## src/counted_id_table_unit_assert.svh

```systemverilog
// Assertion macros shared by the counted id table RTL.
// Depends on nothing; included by files that carry concurrent checks.
`ifndef COUNTED_ID_TABLE_UNIT_ASSERT_SVH
`define COUNTED_ID_TABLE_UNIT_ASSERT_SVH

// Same-cycle implication, disabled during reset.
`define CIT_ASSERT_NOW(label, clk, rst_n, ante, cons) \
    label: assert property (@(posedge clk) disable iff (!(rst_n)) (ante) |-> (cons)) \
        else $error("counted id table check failed");

// Next-cycle implication, disabled during reset.
`define CIT_ASSERT_NEXT(label, clk, rst_n, ante, cons) \
    label: assert property (@(posedge clk) disable iff (!(rst_n)) (ante) |=> (cons)) \
        else $error("counted id table check failed");

`endif

```

## src/cit_pkg.sv

```systemverilog
// Package for the counted id table: field widths, command and status codes,
// engine states and the request and result structs. No dependencies.
`default_nettype none

package cit_pkg;

    localparam int TABLE_DEPTH_DEF = 64;
    localparam int COUNT_BITS_DEF  = 16;
    localparam int IDENT_W         = 32;
    localparam int USAGE_W         = 16;

    typedef enum logic [1:0] {
        CMD_QUERY = 2'd0,
        CMD_ADD   = 2'd1,
        CMD_INC   = 2'd2,
        CMD_DEC   = 2'd3
    } t_cmd;

    typedef enum logic [1:0] {
        STAT_OK        = 2'd0,
        STAT_NOT_FOUND = 2'd1,
        STAT_FULL      = 2'd2
    } t_status;

    typedef enum logic [3:0] {
        ST_IDLE = 4'b0001,
        ST_SCAN = 4'b0010,
        ST_UPD  = 4'b0100,
        ST_DONE = 4'b1000
    } t_state;

    typedef struct packed {
        t_cmd                 cmd;
        logic [IDENT_W-1:0]   ident;
    } t_req;

    typedef struct packed {
        logic                 found;
        logic [USAGE_W-1:0]   usage_count;
        t_status              status;
    } t_res;

endpackage

`default_nettype wire

```

## src/cit_ifs.sv

```systemverilog
// Valid/ready channel interfaces for the counted id table.
// Depends on cit_pkg for the field widths.
`default_nettype none

interface cit_in_if import cit_pkg::*; ();
    logic               valid;
    logic               ready;
    logic [1:0]         cmd;
    logic [IDENT_W-1:0] ident;

    modport source (output valid, output cmd, output ident, input ready);
    modport sink   (input valid, input cmd, input ident, output ready);
endinterface

interface cit_out_if import cit_pkg::*; ();
    logic               valid;
    logic               ready;
    logic               found;
    logic [USAGE_W-1:0] usage_count;
    logic [1:0]         status;

    modport source (output valid, output found, output usage_count, output status,
                    input ready);
    modport sink   (input valid, input found, input usage_count, input status,
                    output ready);
endinterface

`default_nettype wire

```

## src/counted_id_table_unit.sv

```systemverilog
// Top level of the counted id table: channel handshakes and the result
// output register. Depends on cit_pkg, cit_ifs and cit_engine.
`default_nettype none

// Counted id table. Each accepted word (command and 32-bit id) is looked up by
// scanning the stored entries in order through the id memory's single read
// port, one entry per cycle, stopping at the first (lowest) match. A miss scans
// every stored entry; a hit ends the scan early. The input is ready only while
// the scan engine is idle. The engine is idle again once its result moves into
// the output register, so the next word can be accepted while that result
// waits. Add appends without a duplicate check and reports full when the table
// has no room; counts saturate at zero and at their maximum. After reset the
// table is empty and usable at once.
module counted_id_table_unit import cit_pkg::*; #(
    parameter int TABLE_DEPTH = TABLE_DEPTH_DEF,
    parameter int COUNT_BITS  = COUNT_BITS_DEF
) (
    input  wire logic i_clk,
    input  wire logic i_rst_n,
    cit_in_if.sink    i_in,
    cit_out_if.source o_out
);

    logic  w_idle;
    logic  w_start;
    logic  w_res_vld;
    logic  w_res_take;
    t_req  w_req;
    t_res  w_res;
    logic  r_out_vld;
    t_res  r_out;

    assign i_in.ready = w_idle;
    assign w_start    = i_in.valid && w_idle;
    assign w_req.cmd  = t_cmd'(i_in.cmd);
    assign w_req.ident = i_in.ident;

    cit_engine #(.TABLE_DEPTH(TABLE_DEPTH), .COUNT_BITS(COUNT_BITS)) u_engine (
        .i_clk      (i_clk),
        .i_rst_n    (i_rst_n),
        .i_start    (w_start),
        .i_req      (w_req),
        .o_idle     (w_idle),
        .o_res_vld  (w_res_vld),
        .o_res      (w_res),
        .i_res_take (w_res_take)
    );

    // The engine hands over its result once the output register is free or
    // is being emptied in the same cycle.
    assign w_res_take = w_res_vld && (!r_out_vld || o_out.ready);

    always_ff @(posedge i_clk) begin
        if (!i_rst_n) begin
            r_out_vld <= 1'b0;
        end else if (w_res_take) begin
            r_out_vld <= 1'b1;
        end else if (o_out.ready) begin
            r_out_vld <= 1'b0;
        end
        if (w_res_take) begin
            r_out <= w_res;
        end
    end

    assign o_out.valid       = r_out_vld;
    assign o_out.found       = r_out.found;
    assign o_out.usage_count = r_out.usage_count;
    assign o_out.status      = r_out.status;

endmodule

`default_nettype wire

```

## src/cit_ram.sv

```systemverilog
// Generic single-write, single-read RAM with registered read data.
// No dependencies.
`default_nettype none

module cit_ram #(
    parameter int WIDTH = 32,
    parameter int DEPTH = 64
) (
    input  wire logic                     i_clk,
    input  wire logic                     i_we,
    input  wire logic [$clog2(DEPTH)-1:0] i_waddr,
    input  wire logic [WIDTH-1:0]         i_wdata,
    input  wire logic                     i_re,
    input  wire logic [$clog2(DEPTH)-1:0] i_raddr,
    output logic      [WIDTH-1:0]         o_rdata
);

    logic [WIDTH-1:0] r_mem [DEPTH];
    logic [WIDTH-1:0] r_rdata;

    always_ff @(posedge i_clk) begin
        if (i_we) begin
            r_mem[i_waddr] <= i_wdata;
        end
        if (i_re) begin
            r_rdata <= r_mem[i_raddr];
        end
    end

    assign o_rdata = r_rdata;

endmodule

`default_nettype wire

```

## src/cit_engine.sv

```systemverilog
// Scan engine of the counted id table: sequencer, id and count memories,
// the shared compare and the saturating count update.
// Depends on cit_pkg, cit_ram and the assertion macro header.
`default_nettype none
`include "counted_id_table_unit_assert.svh"

module cit_engine import cit_pkg::*; #(
    parameter int TABLE_DEPTH = TABLE_DEPTH_DEF,
    parameter int COUNT_BITS  = COUNT_BITS_DEF
) (
    input  wire logic i_clk,
    input  wire logic i_rst_n,
    input  wire logic i_start,
    input  wire t_req i_req,
    output logic      o_idle,
    output logic      o_res_vld,
    output t_res      o_res,
    input  wire logic i_res_take
);

    localparam int ADDR_W = $clog2(TABLE_DEPTH);
    localparam int FILL_W = $clog2(TABLE_DEPTH + 1);
    localparam logic [FILL_W-1:0]     FILL_FULL = FILL_W'(TABLE_DEPTH);
    localparam logic [FILL_W-1:0]     IDX_ONE   = FILL_W'(1);
    localparam logic [COUNT_BITS-1:0] CNT_ONE   = COUNT_BITS'(1);
    localparam logic [COUNT_BITS-1:0] CNT_MAX   = '1;

    t_state              r_state, n_state;
    logic [FILL_W-1:0]   r_fill, n_fill;
    logic [FILL_W-1:0]   r_rd_idx, n_rd_idx;
    logic                r_pend, n_pend;
    logic [ADDR_W-1:0]   r_cmp_idx, n_cmp_idx;
    t_cmd                r_cmd, n_cmd;
    logic [IDENT_W-1:0]  r_ident, n_ident;
    logic                r_found, n_found;
    logic [ADDR_W-1:0]   r_hit_idx, n_hit_idx;
    logic [COUNT_BITS-1:0] r_cnt, n_cnt;
    t_res                r_res, n_res;

    logic                  w_rd_en;
    logic                  w_match;
    logic                  w_full;
    logic [IDENT_W-1:0]    w_id_rdata;
    logic [COUNT_BITS-1:0] w_cnt_rdata;
    logic                  w_id_we;
    logic                  w_cnt_we;
    logic [ADDR_W-1:0]     w_cnt_waddr;
    logic [COUNT_BITS-1:0] w_cnt_wdata;
    logic [COUNT_BITS-1:0] w_cnt_out;
    logic [USAGE_W-1:0]    w_cnt_usage;
    t_status               w_status;

    cit_ram #(.WIDTH(IDENT_W), .DEPTH(TABLE_DEPTH)) u_id_ram (
        .i_clk   (i_clk),
        .i_we    (w_id_we),
        .i_waddr (r_fill[ADDR_W-1:0]),
        .i_wdata (r_ident),
        .i_re    (w_rd_en),
        .i_raddr (r_rd_idx[ADDR_W-1:0]),
        .o_rdata (w_id_rdata)
    );

    cit_ram #(.WIDTH(COUNT_BITS), .DEPTH(TABLE_DEPTH)) u_cnt_ram (
        .i_clk   (i_clk),
        .i_we    (w_cnt_we),
        .i_waddr (w_cnt_waddr),
        .i_wdata (w_cnt_wdata),
        .i_re    (w_rd_en),
        .i_raddr (r_rd_idx[ADDR_W-1:0]),
        .o_rdata (w_cnt_rdata)
    );

    assign w_full  = (r_fill == FILL_FULL);
    assign w_match = r_pend && (w_id_rdata == r_ident);
    // One entry is read per cycle; the compare works on the registered read data
    // in the cycle after the read, so a hit stops further reads at once.
    assign w_rd_en = (r_state == ST_SCAN) && (r_rd_idx < r_fill) && !w_match;

    // Result and table update for the command once the scan has settled.
    always_comb begin
        w_id_we     = 1'b0;
        w_cnt_we    = 1'b0;
        w_cnt_waddr = r_hit_idx;
        w_cnt_wdata = r_cnt;
        w_cnt_out   = '0;
        w_status    = STAT_OK;
        case (r_cmd)
            CMD_ADD: begin
                if (!w_full) begin
                    w_id_we     = (r_state == ST_UPD);
                    w_cnt_we    = (r_state == ST_UPD);
                    w_cnt_waddr = r_fill[ADDR_W-1:0];
                    w_cnt_wdata = CNT_ONE;
                    w_cnt_out   = r_found ? r_cnt : CNT_ONE;
                end else begin
                    w_status  = STAT_FULL;
                    w_cnt_out = r_found ? r_cnt : '0;
                end
            end
            CMD_INC: begin
                if (r_found) begin
                    w_cnt_we    = (r_state == ST_UPD);
                    w_cnt_wdata = (r_cnt == CNT_MAX) ? r_cnt : r_cnt + CNT_ONE;
                    w_cnt_out   = w_cnt_wdata;
                end else begin
                    w_status = STAT_NOT_FOUND;
                end
            end
            CMD_DEC: begin
                if (r_found) begin
                    w_cnt_we    = (r_state == ST_UPD);
                    w_cnt_wdata = (r_cnt == '0) ? r_cnt : r_cnt - CNT_ONE;
                    w_cnt_out   = w_cnt_wdata;
                end else begin
                    w_status = STAT_NOT_FOUND;
                end
            end
            default: begin
                if (r_found) begin
                    w_cnt_out = r_cnt;
                end else begin
                    w_status = STAT_NOT_FOUND;
                end
            end
        endcase
    end

    generate
        if (COUNT_BITS >= USAGE_W) begin : g_cnt_trunc
            assign w_cnt_usage = w_cnt_out[USAGE_W-1:0];
        end else begin : g_cnt_ext
            assign w_cnt_usage = {{(USAGE_W - COUNT_BITS){1'b0}}, w_cnt_out};
        end
    endgenerate

    always_comb begin
        n_state   = r_state;
        n_fill    = r_fill;
        n_rd_idx  = r_rd_idx;
        n_pend    = w_rd_en;
        n_cmp_idx = r_rd_idx[ADDR_W-1:0];
        n_cmd     = r_cmd;
        n_ident   = r_ident;
        n_found   = r_found;
        n_hit_idx = r_hit_idx;
        n_cnt     = r_cnt;
        n_res     = r_res;
        case (r_state)
            ST_IDLE: begin
                if (i_start) begin
                    n_cmd    = i_req.cmd;
                    n_ident  = i_req.ident;
                    n_found  = 1'b0;
                    n_cnt    = '0;
                    n_rd_idx = '0;
                    n_state  = ST_SCAN;
                end
            end
            ST_SCAN: begin
                if (w_rd_en) begin
                    n_rd_idx = r_rd_idx + IDX_ONE;
                end
                if (w_match) begin
                    n_found   = 1'b1;
                    n_hit_idx = r_cmp_idx;
                    n_cnt     = w_cnt_rdata;
                    n_state   = ST_UPD;
                end else if (!r_pend && !w_rd_en) begin
                    n_state = ST_UPD;
                end
            end
            ST_UPD: begin
                if (r_cmd == CMD_ADD && !w_full) begin
                    n_fill = r_fill + IDX_ONE;
                end
                n_res.found       = r_found;
                n_res.usage_count = w_cnt_usage;
                n_res.status      = w_status;
                n_state           = ST_DONE;
            end
            ST_DONE: begin
                if (i_res_take) begin
                    n_state = ST_IDLE;
                end
            end
            default: begin
                n_state = ST_IDLE;
            end
        endcase
    end

    always_ff @(posedge i_clk) begin
        if (!i_rst_n) begin
            r_state <= ST_IDLE;
            r_fill  <= '0;
            r_pend  <= 1'b0;
        end else begin
            r_state <= n_state;
            r_fill  <= n_fill;
            r_pend  <= n_pend;
        end
        r_rd_idx  <= n_rd_idx;
        r_cmp_idx <= n_cmp_idx;
        r_cmd     <= n_cmd;
        r_ident   <= n_ident;
        r_found   <= n_found;
        r_hit_idx <= n_hit_idx;
        r_cnt     <= n_cnt;
        r_res     <= n_res;
    end

    assign o_idle    = (r_state == ST_IDLE);
    assign o_res_vld = (r_state == ST_DONE);
    assign o_res     = r_res;

    `CIT_ASSERT_NOW(a_fill_bound, i_clk, i_rst_n, 1'b1, r_fill <= FILL_FULL)
    `CIT_ASSERT_NOW(a_cmp_in_table, i_clk, i_rst_n, r_pend, FILL_W'(r_cmp_idx) < r_fill)
    `CIT_ASSERT_NOW(a_hit_in_table, i_clk, i_rst_n, (r_state == ST_UPD) && r_found,
                    FILL_W'(r_hit_idx) < r_fill)
    `CIT_ASSERT_NEXT(a_fill_only_on_add, i_clk, i_rst_n,
                     !((r_state == ST_UPD) && (r_cmd == CMD_ADD) && !w_full),
                     $stable(r_fill))

endmodule

`default_nettype wire

```

## src/flat_wrapper.sv

```systemverilog
// flat-port wrapper written by rule: the top's interface ports become plain ports
module counted_id_table_unit_flat import cit_pkg::*;
#(
    parameter int TABLE_DEPTH = TABLE_DEPTH_DEF,
    parameter int COUNT_BITS  = COUNT_BITS_DEF
)
  (i_clk, i_rst_n, i_in_valid, i_in_cmd, i_in_ident, i_in_ready, o_out_valid, o_out_found, o_out_usage_count, o_out_status, o_out_ready);
  cit_in_if i_in_i ();
  cit_out_if o_out_i ();
  input  wire logic i_clk;
  input  wire logic i_rst_n;
  input wire logic [$bits(i_in_i.valid)-1:0] i_in_valid;
  input wire logic [$bits(i_in_i.cmd)-1:0] i_in_cmd;
  input wire logic [$bits(i_in_i.ident)-1:0] i_in_ident;
  output wire logic [$bits(i_in_i.ready)-1:0] i_in_ready;
  output wire logic [$bits(o_out_i.valid)-1:0] o_out_valid;
  output wire logic [$bits(o_out_i.found)-1:0] o_out_found;
  output wire logic [$bits(o_out_i.usage_count)-1:0] o_out_usage_count;
  output wire logic [$bits(o_out_i.status)-1:0] o_out_status;
  input wire logic [$bits(o_out_i.ready)-1:0] o_out_ready;
  assign i_in_i.valid = i_in_valid;
  assign i_in_i.cmd = i_in_cmd;
  assign i_in_i.ident = i_in_ident;
  assign i_in_ready = i_in_i.ready;
  assign o_out_valid = o_out_i.valid;
  assign o_out_found = o_out_i.found;
  assign o_out_usage_count = o_out_i.usage_count;
  assign o_out_status = o_out_i.status;
  assign o_out_i.ready = o_out_ready;
  counted_id_table_unit #(.TABLE_DEPTH(TABLE_DEPTH), .COUNT_BITS(COUNT_BITS)) u_core (.i_clk(i_clk), .i_rst_n(i_rst_n), .i_in(i_in_i), .o_out(o_out_i));
endmodule
```

## config.mk

```make
export PLATFORM = sky130hd
export DESIGN_NAME = counted_id_table_unit_flat
export DESIGN_NICKNAME = d
export VERILOG_FILES = /design/src/cit_pkg.sv /design/src/cit_ifs.sv /design/src/counted_id_table_unit.sv /design/src/cit_ram.sv /design/src/cit_engine.sv /design/src/flat_wrapper.sv
export VERILOG_INCLUDE_DIRS = /design/src /design/src/src
export SDC_FILE = /design/constraint.sdc
export NUM_CORES = 2
export LEC_CHECK = 0
export BUFFER_PORTS_ARGS = -buffer_cell sky130_fd_sc_hd__buf_4
export CORE_MARGIN = 2
export CORE_UTILIZATION = 57
export CTS_CLUSTER_SIZE = 40
export DETAILED_ROUTE_END_ITERATION = 8
export PLACE_DENSITY = 0.84
export REMOVE_ABC_BUFFERS = 1
export SLEW_MARGIN = 20
export SYNTH_ARGS = -nofsm -noshare
export SYNTH_HDL_FRONTEND = slang
export SYNTH_HIERARCHICAL = 1
export SYNTH_SLANG_ARGS = --single-unit
```

## constraint.sdc

```tcl
create_clock -name i_clk -period 4.65 [get_ports i_clk]
set_input_delay 0.93 -clock i_clk [delete_from_list [all_inputs] [get_ports i_clk]]
set_output_delay 0.93 -clock i_clk [all_outputs]
set_load 0.01 [all_outputs]
```

==> out/metrics.csv <==
stage;metric;value;unit
global_route;initial_antenna_violation_count;23;
timing;maxClockFrequency;216;MHz
global_route;first_global_vias;66992;
placed_design;dp_hpwl;181000;microns
timing;rsz0062_at_grt;no;
clocking;cts.sinks;3241;
cells_and_area;fillers;12662;
cells_and_area;fraction_of_layout_cells_with_a_size_suffix_above_1;0.269;
global_route;wire_length_of_the_first_global_routing_pass;505000;microns
floorplanning;die_area;223000;sq um
worst_setup_path;setup.worst_path.end_class;register;
worst_setup_path;r2r-start;u_core/u_engine/r_fill[0];
timing;fin_tns_setup;0;ps
timing;period_utilisation_layout;0.996;
synth;synth_area;125000;sq um
drt;drt_first_iter_violations;13522;
cells_and_area;nets;6134;
clocking;tritoncts;done;
run_status;violations;DRC;
pwr;post-layout-total-power;71900;uW
cells_and_area;layout.core_utilization;0.642;
worst_setup_path;path_class;register to register;
floorplanning;floorplan.initialDensity;0.571;
timing;max-slew-margin-rel;0.0457;
drt;drt_pre_antenna_iters;9;
worst_setup_path;crit_path_end;u_core/u_engine/u_cnt_ram/r_mem[5][5];
clocking;htree_levels;5;
worst_setup_path;crit_arrival;5220;ps
floorplanning;die_w;473;microns
worst_setup_path;setup.worst_path.start;u_core/u_engine/r_fill[0];
pwr;ir_worst_vdd;0.467;mV
worst_setup_path;cp_slowest_stage_delay;850;ps
timing;finalClockSkew;86.2;ps
timing;final_period_minus_worst_setup_slack;4630;ps
clocking;cts-buffers-inserted;316;
worst_setup_path;cp_data_required_time;5240;ps
floorplanning;core-area;219000;sq um
synth;synth.yosys.seq_area_share;0.776;
worst_setup_path;critPathMaxFanout;16;
cells_and_area;most_common_cell_after_layout_fill_and_taps_aside;sky130_fd_sc_hd__edfxtp_1;
floorplanning;placement_row_count;172;
clocking;clock_input_transition_at_the_sequential_cells_of_the_worst_setup_and_hold_paths;70;ps
synth;synth_edf_count;3222;
pwr;ratio_of_total_power_to_cell_area;511;nW/um^2
floorplanning;boundary_pin_count;59;
hold_path;worstHoldStart;i_in_ident[30];
worst_setup_path;path_delay_family;simple AND/OR/NAND/NOR gates;
drt;vias_per_cell;7.39;
run;cap_viol_max_count;0;
cells_and_area;layout_common_cells;3222 x sky130_fd_sc_hd__edfxtp_1, 764 x sky130_fd_sc_hd__mux4_2, 339 x sky130_fd_sc_hd__buf_4;
placed_design;globalplace.congestion;0.934;
worst_setup_path;cpMaxStageDelayCell;sky130_fd_sc_hd__nand3_1;
synth;cell_count_after_synthesis;5709;
worst_setup_path;crit_chain;inv_1 > ha_1 > nand3_1 > nand2_1 > o21ai_0 > nand3_1 > nor2_1 > buf_4;
synth;ys_async_sr_fraction;0;
clocking;clk-insertion-delay-late;980;ps
worst_setup_path;ff_to_ff_setup_slack;20;ps
drt;wl;358000;microns
pwr;p_leak;0.0440;uW
drt;dr_drc_count;2;
hold_path;worstHoldPathType;primary input to register;
worst_setup_path;crit_path_frequent_cell;sky130_fd_sc_hd__nand3_1;
placed_design;io_buffer_count;58;
drt;route.antenna.remaining_nets;0;
synth;number_of_distinct_standard_cells_referenced_by_the_synthesized_netlist;85;
global_route;grt_start_max_net_pins;115;
synth;ys_seq_elements;3241;
worst_setup_path;worst-r2r-cell-count;8;
run_status;outcome;finished with violations;
worst_setup_path;worst_setup_path_start_kind;register;
clocking;cts_hold_buffers;0;
floorplanning;dieHeight;473;microns
worst_setup_path;critical_path.n_buffers_inverters;2;
synth;synthesis_warning_total;6;
timing;hold_viol;0;
timing;slew_viols_final;0;
timing;setup_violations;0;
clocking;library_cell_used_as_clock_root_buffer;sky130_fd_sc_hd__clkbuf_16;
drt;vias;67894;
global_route;grt.total_usage;0.321;
clocking;cts.path.max_buffers;4;
worst_setup_path;worst_r2r_endpoint;u_core/u_engine/u_cnt_ram/r_mem[5][5];
synth;ys_dominant_reg_cell;sky130_fd_sc_hd__edfxtp_1;
drt;post_drt_wl_per_cell;38.9;microns
cells_and_area;area_growth_syn_to_fin;12.4;%
worst_setup_path;path_depth;8;
synth;avgSynthCellArea;21.9;sq um
timing;timing_worst_slew_pin_value;1420;ps
global_route;grt-ovfl-total;0;
## where the power goes
| part | total [uW] | leakage (uW) | switching, uW | internal [uW] |
|---|---|---|---|---|
| Sequential | 34200 | 0.0292 | 250 | 34000 |
| Clock | 25300 | 0.00479 | 11000 | 14300 |
| Combinational | 12400 | 0.0100 | 8260 | 4130 |
| Total | 71900 | 0.0440 | 19500 | 52400 |
## final cells by class
class,count,area (sq um),share of cell area
inverter,19,71.3,0.000507
multi-input combinational,2132,26900,0.191
clock inverter,156,1520,0.0108
antenna,11,27.5,0.000196
clock buffer,388,8290,0.0589
timing repair buffer,374,3230,0.0230
sequential,3241,97100,0.690
tap,2871,3590,0.0255
## cells in the mapped netlist, types with 28 or more instances
cell	count	area (sq um)
sky130_fd_sc_hd__edfxtp_1	3222	96800
sky130_fd_sc_hd__mux4_2	764	17200
sky130_fd_sc_hd__nor2_1	244	916
sky130_fd_sc_hd__mux2i_1	184	1840
sky130_fd_sc_hd__nand2_1	128	480
sky130_fd_sc_hd__clkbuf_1	121	454
sky130_fd_sc_hd__buf_2	99	495
sky130_fd_sc_hd__a21oi_1	98	490
sky130_fd_sc_hd__o22ai_1	84	526
sky130_fd_sc_hd__nand3_1	54	270
sky130_fd_sc_hd__nor2b_1	52	325
sky130_fd_sc_hd__a22oi_1	51	383
sky130_fd_sc_hd__buf_4	38	285
sky130_fd_sc_hd__and2_1	31	194
sky130_fd_sc_hd__o21ai_0	30	150
sky130_fd_sc_hd__xor2_1	30	263
sky130_fd_sc_hd__mux2_2	28	315
## registers in the layout, summed over array words and instances (netlist names), 6 cells and up
| register | flops |
|---|---|
| u_core/u_engine/r_ident | 32 |
| u_core/u_engine/u_id_ram/r_mem | 2048 |
| u_core/u_engine/u_id_ram/o_rdata | 32 |
| u_core/u_engine/o_res | 19 |
| u_core/o_out.usage_count | 16 |
| u_core/u_engine/r_hit_idx | 6 |
| u_core/u_engine/r_rd_idx | 7 |
| u_core/u_engine/u_cnt_ram/o_rdata | 16 |
| u_core/u_engine/r_cnt | 16 |
| u_core/u_engine/r_cmp_idx | 6 |
| u_core/u_engine/u_cnt_ram/r_mem | 1024 |
| u_core/u_engine/r_fill | 7 |
## how the worst min path moves through the flow
stage / endpoint / slack [ps] / cells past startpoint
after global placement: u_core/u_engine/r_hit_idx[4] / 390 / 0
after global routing: u_core/u_engine/r_ident[18] / 100 / 1
after floorplan: u_core/u_engine/r_hit_idx[0] / 390 / 0
after detailed placement: u_core/u_engine/r_hit_idx[1] / 390 / 0
final: u_core/u_engine/r_ident[30] / 110 / 1
after CTS: u_core/u_engine/r_ident[30] / 80 / 1
## timing repair
action / 4_1_cts / 5_1_grt
buffers inserted: 2 / 0
endpoints found under the setup margin: 156 / 0
resized for setup: 1 / 0
## kinds of logic after synthesis
logic type | after synthesis | synth area share
AO/OA/AOI/OAI | 435 | 0.0239
multiplexers | 980 | 0.156
flip-flops | 3241 | 0.776
adder cells (fa/ha/maj) | 12 | 0.00120
XOR/XNOR | 42 | 0.00294
buffers and inverters | 336 | 0.0146
AND/OR/NAND/NOR | 663 | 0.0260
## per-stage QoR
step                cells  worst slack [ps]  hold WS (ps)  area, sq um
floorplan            5392            -29330           386       123000
global placement     8634               247           385       131000
detailed placement   8634             -35.0           392       131000
CTS                  9180               112          75.4       141000
global route         9186              52.5          99.5       141000
finish               9192              18.6           115       141000
## routing by layer
| layer | part of all wire | global-route usage |
|---|---|---|
| met5 | 0.00025 | 0.000216 |
| met4 | 0.070 | 0.171 |
| met3 | 0.14 | 0.0935 |
| met2 | 0.48 | 0.509 |
| met1 | 0.31 | 0.403 |
No activity file was read; power rests on OpenSTA's default activity.
